File: src/rtl/core/hcm_pkg.sv
package hcm_pkg;

    localparam int COUNT_BITS = 32;
    localparam int FRAC_BITS  = 16;
    localparam int LUT_BITS   = 10;
    localparam int Q_BITS     = FRAC_BITS + 2;
    localparam int CHAN_BITS  = FRAC_BITS + 1;
    localparam int IDX_BITS   = LUT_BITS + 1;
    localparam int LUT_SIZE   = (1 << LUT_BITS) + 1;
    localparam int DIV_STEPS  = Q_BITS;
    localparam int COLOR_BITS = 8;

    localparam int Q30            = 30;
    localparam logic [63:0] SRGB_LIN_DIV  = 64'd329460;
    localparam logic [63:0] SRGB_GAM_DIV  = 64'd269025;
    localparam logic [63:0] SRGB_GAM_OFS  = 64'd14025;
    localparam logic [63:0] SRGB_LIN_LAST = 64'd10;

    typedef enum logic [1:0] {
        SEG_BLUE_CYAN,
        SEG_CYAN_GREEN,
        SEG_GREEN_YELLOW,
        SEG_YELLOW_RED
    } seg_t;

    typedef struct packed {
        logic [COUNT_BITS-1:0] rem;
        logic [COUNT_BITS-1:0] den;
        logic [Q_BITS-1:0]     quo;
        logic                  red;
        logic                  blue;
    } div_t;

    typedef struct packed {
        logic [IDX_BITS-1:0] r;
        logic [IDX_BITS-1:0] g;
        logic [IDX_BITS-1:0] b;
    } idx_t;

    typedef logic [COLOR_BITS-1:0] lut_t [LUT_SIZE];

    function automatic logic [63:0] pow5_q30(input logic [63:0] r);
        logic [63:0] p;
        begin
            p = r;
            for (int k = 0; k < 4; k++) begin
                p = (p * r) >> Q30;
            end
            return p;
        end
    endfunction

    // linear value at which the encoded code reaches y, q0.30
    function automatic logic [63:0] srgb_threshold(input logic [63:0] y);
        logic [63:0] u;
        logic [63:0] u2;
        logic [63:0] r;
        logic [63:0] c;
        begin
            r = 64'd0;
            if (y <= SRGB_LIN_LAST) begin
                return ((y * 64'd100) << Q30) / SRGB_LIN_DIV;
            end
            u  = ((y * 64'd1000 + SRGB_GAM_OFS) << Q30) / SRGB_GAM_DIV;
            u2 = (u * u) >> Q30;
            for (int b = Q30; b >= 0; b--) begin
                c = r | (64'd1 << b);
                if (pow5_q30(c) <= u2) begin
                    r = c;
                end
            end
            return (u2 * r) >> Q30;
        end
    endfunction

    function automatic logic [COLOR_BITS-1:0] lut_entry(input int idx);
        logic [63:0] x;
        logic [63:0] y;
        begin
            x = 64'(idx) << (Q30 - LUT_BITS);
            y = 64'd0;
            for (int bit_pos = COLOR_BITS - 1; bit_pos >= 0; bit_pos--) begin
                if (srgb_threshold(y | (64'd1 << bit_pos)) <= x) begin
                    y = y | (64'd1 << bit_pos);
                end
            end
            return y[COLOR_BITS-1:0];
        end
    endfunction

    function automatic lut_t build_lut();
        lut_t t;
        begin
            for (int i = 0; i < LUT_SIZE; i++) begin
                t[i] = lut_entry(i);
            end
            return t;
        end
    endfunction

    function automatic logic [IDX_BITS-1:0] chan_index(input logic [CHAN_BITS-1:0] v);
        begin
            if (FRAC_BITS >= LUT_BITS) begin
                return IDX_BITS'(v >> (FRAC_BITS - LUT_BITS));
            end else begin
                return IDX_BITS'(v) << (LUT_BITS - FRAC_BITS);
            end
        end
    endfunction

endpackage

File: src/rtl/core/hcm_div_cell.sv
module hcm_div_cell
    import hcm_pkg::*;
(
    input  logic aclk,
    input  logic aresetn,
    input  logic in_valid,
    output logic in_ready,
    input  div_t in_data,
    output logic out_valid,
    input  logic out_ready,
    output div_t out_data
);

    logic                  valid_reg;
    div_t                  data_reg;
    div_t                  data_next;
    logic [COUNT_BITS:0]   trial;
    logic [COUNT_BITS:0]   diff;
    logic                  take;

    // shifted remainder keeps its top bit, so the compare is one bit wider
    assign trial = {in_data.rem, 1'b0};
    assign diff  = trial - {1'b0, in_data.den};
    assign take  = trial >= {1'b0, in_data.den};

    always_comb begin
        data_next     = in_data;
        data_next.rem = take ? diff[COUNT_BITS-1:0] : trial[COUNT_BITS-1:0];
        data_next.quo = {in_data.quo[Q_BITS-2:0], take};
    end

    assign in_ready  = !valid_reg || out_ready;
    assign out_valid = valid_reg;
    assign out_data  = data_reg;

    always_ff @(posedge aclk) begin
        if (!aresetn) begin
            valid_reg <= 1'b0;
        end else if (in_ready) begin
            valid_reg <= in_valid;
        end
    end

    always_ff @(posedge aclk) begin
        if (in_ready && in_valid) begin
            data_reg <= data_next;
        end
    end

endmodule

File: config.mk
export PLATFORM = sky130hd
export DESIGN_NAME = hcm_div_cell
export DESIGN_NICKNAME = d
export VERILOG_FILES = /design/src/rtl/core/hcm_pkg.sv /design/src/rtl/core/hcm_div_cell.sv
export SDC_FILE = /design/constraint.sdc
export NUM_CORES = 1
export LEC_CHECK = 0
export BUFFER_PORTS_ARGS = -buffer_cell sky130_fd_sc_hd__buf_2
export CAP_MARGIN = 20
export CELL_PAD_IN_SITES_DETAIL_PLACEMENT = 0
export CELL_PAD_IN_SITES_GLOBAL_PLACEMENT = 1
export CORE_UTILIZATION = 39
export CTS_CLUSTER_DIAMETER = 50
export DETAILED_ROUTE_END_ITERATION = 6
export HOLD_SLACK_MARGIN = 0.05
export PLACE_DENSITY_LB_ADDON = 0.1
export SETUP_SLACK_MARGIN = 0.3
export SLEW_MARGIN = 20
export SYNTH_ARGS = -nofsm -noshare
export SYNTH_HDL_FRONTEND = slang
export SYNTH_SLANG_ARGS = --single-unit
File: constraint.sdc
create_clock -name aclk -period 3.6 [get_ports aclk]
set_clock_uncertainty 0.15 [all_clocks]
set_input_delay 0.36 -clock aclk [delete_from_list [all_inputs] [get_ports aclk]]
set_output_delay 0.36 -clock aclk [all_outputs]
set_load 0.1 [all_outputs]
* Word level (Yosys, flattened, before mapping)
Index checks and enable logic that the tools add are counted.
** Storage, ports and cells
- Input port bits :: 88
- Flip-flop bits (word level) :: 85
** Operators by class
- Order comparisons :: 1
- Add/sub/neg operators :: 1
- Mux-type cells :: 1
- Reduce and logical (&&, ||, !) cells :: 3
** Operators with widths (number)
- 33-bit by 32-bit greater-or-equal comparator with 1-bit output :: 1
- 32-bit two-way mux :: 1
- 32-bit subtractor :: 1
- 1-bit logical AND :: 1
- 1-bit logical NOT :: 1
- 1-bit logical OR :: 1

* Logic depth before layout (Yosys ltp)
Gate-level depths: netlist of run 1.
- Word-level depth :: 3
- Mapped depth :: 14
- Gate-level depth less buffers :: 11

* Worst setup path after synthesis of run 1
OpenSTA, ideal clock, no wires.
- Path type :: reg2reg
- Start :: reg valid_reg (netlist: out_valid)
- End :: reg data_reg, in the netlist out_data[0] (enable)
- Stages on the path, launching flop included :: 3
- Setup time :: 0.451 ns
- Arrival time :: 3.631 ns
- Required time :: 2.999 ns
- Setup slack :: -0.632 ns
- Cell sequence :: dfxtp_1 > nand2b_1 > and2_1
** On the way
- Longest elaborated chain between the ends :: 3
** Ends and longest elaborated chain
- start, declared :: line hcm_div_cell.sv:14 : logic valid_reg;
- start signal, assigned :: line hcm_div_cell.sv:40 : valid_reg <= in_valid;
- 1-bit logical NOT :: line hcm_div_cell.sv:32 : assign in_ready = !valid_reg || out_ready;
- 1-bit logical OR :: line hcm_div_cell.sv:32
- named net in_ready :: line hcm_div_cell.sv:7 : output logic in_ready,
- 1-bit logical AND :: line hcm_div_cell.sv:45 : if (in_ready && in_valid) begin
- end signal, assigned :: line hcm_div_cell.sv:46 : data_reg <= data_next;
- end, declared :: line hcm_div_cell.sv:15 : div_t data_reg;
The timed path passes the listed nets, and every way through them passes these cells.
A chain may end at the register's enable or synchronous reset.

==> out/summary.log, run 1 <==
[sta] final count of pins violating max slew 0
[grt] antenna violations before repair 0
[synth] number of synthesized register bits 85
[sta] final period utilization 87.3%
[layout] synthesis-to-layout area growth 36.1%
[synth] number of instances in the synthesized netlist 409
[layout] number of diodes added for antenna fixing 0
[synth] synthesized area 4980 µm²
[routing] Initial DRC Count 188
[status] run status finished clean
[sta] RSZ-0062 raised after global routing no
[grt] vias in the first global route 3779
[synth] dominant cells by area after synthesis edfxtp_1, ha_1, mux2_4
[synth] dominant cell by count in the synthesized netlist edfxtp_1
[setup_path] Data required, critical path 3.55 ns
[synth] syn_area_per_cell 12.2 µm²
[floorplanning] horizontal die dimension 115 µm
[floorplanning] Die Y-Extent 115 µm
[pwr] peak ir drop on the vdd network 237 µV
[layout] nets@finish 754
[setup_path] Startpoint Class primary input
[layout] filler instances 1129
[sta] Slew HR 65.1%
[synth] share of synthesized registers carrying an async set or reset 0%
[synth] top cell types by occurrence after synthesis edfxtp_1, inv_1, ha_1
[routing] Post-Route WL 11800 µm
[floorplanning] number of rows in the core area 40
[synth] sequential cell area fraction in the yosys report 51.0%
[sta] final setup violating endpoints 0
[sta] total negative slack for setup checks 0 ns
[placed_design] Final Wtd Congestion 0.787
[floorplanning] starting utilization of the core area 40.8%
[pwr] leakage power figure 3.05 nW
[clock_network] maximum number of buffers from clock root to sink 2
[synth] cell taking the most area after synthesis edfxtp_1
[clock_network] clock transition time at the flip-flop clock pins of the worst setup and hold paths 0.07 ns
[floorplanning] Die Area 13200 µm²
[clock_network] root cell of the clock tree clkbuf_16
[synth] number of warning messages in the yosys log 0
[clock_network] Setup Buffers After CTS 0
[placed_design] half-perimeter wire length after detailed placement 8830 µm
[min_path] class of the tightest hold or removal check in2reg
[grt] largest net degree at the start of global routing 49
[flow_run] max_cap viols 0
[routing] number of optimization iterations in the first detailed-route pass 4
[synth] post-synth cell types 57
[clock_network] clock sink total 85
[sta] min Tclk post-route 3.14 ns
[grt] first-pass GRT wire length 18700 µm
[routing] via/cell ratio 4.94
[sta] final hold slack 0.0598 ns
[sta] Hold Fails Final Rpt 0
[setup_path] crit-path max cell delay 0.54 ns
[layout] fraction of final layout cells sized beyond drive strength 1 37.3%
[synth] Synthesized Nets 530
[setup_path] slack of the worst reg-to-reg path 1.88 ns
[placed_design] number of buffers inserted by port buffering 172
[clock_network] H-tree level count 3
[setup_path] chain of cells forming the critical path dlygate4sd3_1, buf_2, inv_1, ha_2, nand3_1, or4_1, o22a_1, and3_4, inv_16, mux2_2
[routing] mean routed wirelength per cell 14.7 µm
[routing] number of nets still failing antenna checks after routing 0
[setup_path] Critical Path End Type flip-flop
[routing] vias after detailed routing 3984
[setup_path] crit path max fanout 28
[synth] leading register cell type out of synthesis edfxtp_1
[setup_path] CP Class in2reg
[sta] maximum frequency from static timing analysis 318 MHz
[grt] total routing resource utilization after global routing 18.6%
[setup_path] top cell family by delay on the critical path simple AND/OR/NAND/NOR gates
[grt] total grt overflow 0
[clock_network] clock tree from TritonCTS built
[setup_path] combined buffer and inverter count along the critical path 4
[pwr] pwr/cell area 501 nW/µm²
[synth] EDFF count, synth 84
[clock_network] number of buffers inserted during clock tree synthesis 9
[floorplanning] number of top-level pins 174
[routing] post-route DRC violation count 0
[setup_path] arrival time at the worst endpoint 3.09 ns
[clock_network] insertion delay of the later-clocked pin in the worst-skew pair 0.34 ns
[setup_path] Critical-path top delay cell or4_1
[floorplanning] area inside the core boundary 12200 µm²
[sta] slew at the pin closest to its max-slew limit 0.523 ns
[synth] portion of synthesized cell area occupied by the leading cell type 50.6%
==> where the power goes <==
group | leakage, nW | internal [mW] | switching (mW)
sequential | 0.821 | 1.20 | 0.0185
combinational | 2.10 | 0.366 | 0.921
clock | 0.134 | 0.477 | 0.415
total | 3.05 | 2.04 | 1.36
==> worst paths after layout <==
path                     from           end  depth (start not counted)
setup / recovery  in_data[49]  out_data[54]                         10
hold reg to reg     out_valid     out_valid                          2
setup reg to reg    out_valid  out_data[59]                          3
hold / removal    in_data[25]  out_data[25]                          1
==> layout make-up <==
| type | instances | area (µm²) | share of cell area, % |
|---|---|---|---|
| tap | 168 | 210 | 3.10 |
| inverter | 37 | 155 | 2.29 |
| multi-input combinational | 274 | 2200 | 32.5 |
| timing repair buffer | 226 | 1390 | 20.5 |
| clock buffer | 9 | 225 | 3.32 |
| clock inverter | 7 | 57.6 | 0.849 |
| sequential | 85 | 2540 | 37.5 |
==> cell usage in the layout, fill, tap and decap left out, drive strengths merged, types with 2 or more instances in the layout <==
cell,instances
ha,32
dlygate4sd3,44
xor2,11
nand2,15
or3,3
o221ai,2
or2,2
clkinvlp,2
edfxtp,84
a21oi,24
nand2b,4
nand3,6
clkbuf,9
xnor2,14
and2,5
o31ai,6
o21a,7
buf,182
mux2i,2
and3,4
o21bai,2
nor3,4
nand4,12
inv,40
mux2,27
a21boi,5
o21ai,20
nor2b,4
clkinv,2
nor2,18
o211ai,4
a211o,2
a31oi,4
a211oi,4
a21o,15
==> worst register-to-register path, cell delays in order (launching register included) <==
cell	delay (ns)
dfxtp_1	0.31
nand2b_1	0.09
and2_4	0.49
buf_12	0.34
==> flip-flops by register name (all words and copies together), names as in the netlist <==
register and cells:
out_valid 1, out_data 84
==> what timing repair did <==
item / in CTS / in global routing
hold endpoints to repair: 42 / 2
gates resized for setup: 0 / 3
hold buffers: 42 / 2
endpoints found under the setup margin: 0 / 27
==> per-stage QoR <==
step / utilization (%) / total power, mW / area, µm² / instances / setup WS, ns
final: 55.5 / 3.40 / 6780 / 806 / 0.456
after global placement: 49.5 / 2.49 / 6050 / 746 / 0.163
after CTS: 55.3 / 3.43 / 6750 / 804 / 0.348
after detailed placement: 49.5 / 2.49 / 6050 / 746 / 0.162
after global routing: 55.5 / 3.56 / 6780 / 806 / 0.305
after floorplan: - / 2.27 / 4990 / 409 / 0.368
==> kinds of logic after synthesis <==
kind of cell / share of synthesized area [%]
XOR/XNOR: 4.39
AO/OA/AOI/OAI: 14.3
AND/OR/NAND/NOR: 9.06
multiplexers: 7.93
buffers and inverters: 4.90
adder cells (fa/ha/maj): 8.44
flip-flops: 51.0
==> metal layers <==
layer,global-route usage (%),share of wire (%),wire (µm),up-vias
met4,7.53,1.4,165,0
met2,30.2,48,5620,116
met1,24.1,45,5360,1875
li1,-,-,-,1982
met3,4.06,5.8,681,11
met5,0,0,0,-
No activity file was read; power rests on OpenSTA's default activity.
==> run 2: changes to the inputs <==
--- a/config.mk
+++ b/config.mk
@@ -14,6 +14,7 @@
 export DETAILED_ROUTE_END_ITERATION = 6
 export HOLD_SLACK_MARGIN = 0.05
 export PLACE_DENSITY_LB_ADDON = 0.1
+export REMOVE_ABC_BUFFERS = 1
 export SETUP_SLACK_MARGIN = 0.3
 export SLEW_MARGIN = 20
 export SYNTH_ARGS = -nofsm -noshare
==> out/summary.log, run 2 (same netlist as run 1, synthesis figures left out) <==
[setup_path] crit path max fanout 28
[pwr] proportion of power drawn by the clock network 25.9%
[layout] synthesis-to-layout area growth 33.0%
[setup_path] CP Class in2reg
[pwr] pwr/cell area 509 nW/µm²
[floorplanning] starting utilization of the core area 40.8%
[layout] post-route insts no fill 792
[grt] largest net degree at the start of global routing 85
[layout] most frequent standard cell in the layout excluding fill and tap cells buf_2
[routing] via/cell ratio 5.02
[sta] min Tclk post-route 3.20 ns
[placed_design] worst setup slack before clock tree synthesis 0.0771 ns
[sta] final setup violating endpoints 0
[clock_network] clock sink total 85
[clock_network] number of buffers inserted during clock tree synthesis 9
[sta] slew at the pin closest to its max-slew limit 0.505 ns
[min_path] start point of the worst min-delay path in_data[23]
[pwr] cell-internal power 2.05 mW
[status] run status finished clean
[clock_network] Setup Buffers After CTS 0
[placed_design] half-perimeter wire length after detailed placement 8850 µm
[grt] vias in the first global route 3879
[sta] final hold slack 0.0601 ns
[layout] fraction of final layout cells sized beyond drive strength 1 38.8%
[layout] area of all placed cells without fillers 6630 µm²
[pwr] Comb pwr share 38.0%
[routing] number of optimization iterations in the first detailed-route pass 4
[clock_network] clock transition time at the flip-flop clock pins of the worst setup and hold paths 0.06 ns
[pwr] leakage power figure 3.00 nW
[routing] Initial DRC Count 242
[layout] highest-count cells in the layout ignoring fill and taps buf_2, edfxtp_1, inv_1, ha_1, dlygate4sd3_1
[pwr] net switching power of the design 1.33 mW
[setup_path] Data required, critical path 3.54 ns
[pwr] peak ir drop on the vdd network 204 µV
[floorplanning] number of top-level pins 174
[setup_path] Critical Path Start in_data[50]
[clock_network] clock tree from TritonCTS built
[clock_network] H-tree level count 3
[setup_path] Critical Path End Type flip-flop
[layout] nets@finish 740
[layout] Largest register FFs 84
[grt] total routing resource utilization after global routing 18.2%
[sta] Slew HR 66.5%
[setup_path] arrival time at the worst endpoint 3.14 ns
[sta] final count of pins violating max slew 0
[setup_path] reg2reg start out_valid
[sta] smallest setup slack after layout 0.397 ns
[pwr] part of the power in registers 36.1%
[routing] Post-Route WL 12000 µm
[clock_network] root cell of the clock tree clkbuf_16
[sta] RSZ-0062 raised after global routing no
[min_path] class of the tightest hold or removal check in2reg
[floorplanning] Die Y-Extent 115 µm
[clock_network] insertion delay of the later-clocked pin in the worst-skew pair 0.34 ns
[floorplanning] area inside the core boundary 12200 µm²
[setup_path] Startpoint Class primary input
[sta] Hold Fails Final Rpt 0
[floorplanning] Die Area 13200 µm²
[routing] mean routed wirelength per cell 15.1 µm
[sta] final period utilization 89.0%
[pwr] Switching Fraction 39.3%
[placed_design] placed instance count 750
[grt] total grt overflow 0
[clock_network] maximum number of buffers from clock root to sink 2
[floorplanning] horizontal die dimension 115 µm
[placed_design] number of buffers inserted by port buffering 172
[routing] post-route DRC violation count 0
[flow_run] max_cap viols 0
[sta] maximum frequency from static timing analysis 312 MHz
[placed_design] standard cell area after detailed placement 6060 µm²
[layout] number of diodes added for antenna fixing 0
[grt] first-pass GRT wire length 18500 µm
[routing] vias after detailed routing 3973
[placed_design] Final Wtd Congestion 0.789
[routing] number of nets still failing antenna checks after routing 0
[grt] antenna violations before repair 0
[floorplanning] number of rows in the core area 40
==> run 2: area by class of cell <==
| type | count | area, µm² |
|---|---|---|
| Fill cell | 1145 | 5580 |
| Sequential cell | 85 | 2540 |
| Multi-Input combinational cell | 274 | 2200 |
| Timing Repair Buffer | 212 | 1240 |
| Clock buffer | 11 | 243 |
| Tap cell | 168 | 210 |
| Inverter | 37 | 151 |
| Clock inverter | 5 | 35.0 |
==> run 2: final timing paths <==
check                           cells past startpoint           end  slack, ns
worst max-delay path                               10  out_data[60]       0.40
worst min-delay path                                1  out_data[23]       0.06
worst max register to register                      3  out_data[72]       1.93
worst min register to register                      2     out_valid       0.39
==> run 2: per-layer routing <==
layer / global-route usage, % / part of all wire, % / vias to the layer above
met4: 7.01 / 1.4 / 0
met1: 23.2 / 46 / 1871
met3: 3.85 / 6.6 / 12
li1: - / - / 1951
met5: 0 / 0 / -
met2: 30.2 / 46 / 139
==> run 2: power groups by stage <==
stage	logic (mW)	registers, mW	clock network [mW]
2_1_floorplan	0.414	1.84	0
3_3_place_gp	1.25	1.24	0
3_5_place_dp	1.26	1.24	0
4_1_cts	1.28	1.22	0.895
5_1_grt	1.36	1.23	0.927
6_report	1.28	1.22	0.872
==> run 2: worst max-delay path, cell delays in order <==
cell and delay (ns):
dlygate4sd3_1 0.54, buf_2 0.12, inv_1 0.04, ha_2 0.38, nand3_1 0.14, or4_1 0.55
o22a_1 0.23, and3_4 0.23, clkinv_8 0.17, mux2_2 0.36
==> run 2: what timing repair did <==
action / 4_1_cts / 5_1_grt
hold endpoints to repair: 25 / 0
gates resized for setup: 0 / 3
hold buffers: 25 / 0
endpoints found under the setup margin: 0 / 28
==> run 2: through the flow <==
step	power [mW]	TNS (ns)	utilization, %
2_1_floorplan	2.26	-53.09	-
3_3_place_gp	2.49	0	49.7
3_5_place_dp	2.50	0	49.7
4_1_cts	3.40	0	54.0
5_1_grt	3.51	0	54.3
6_report	3.37	0	54.3
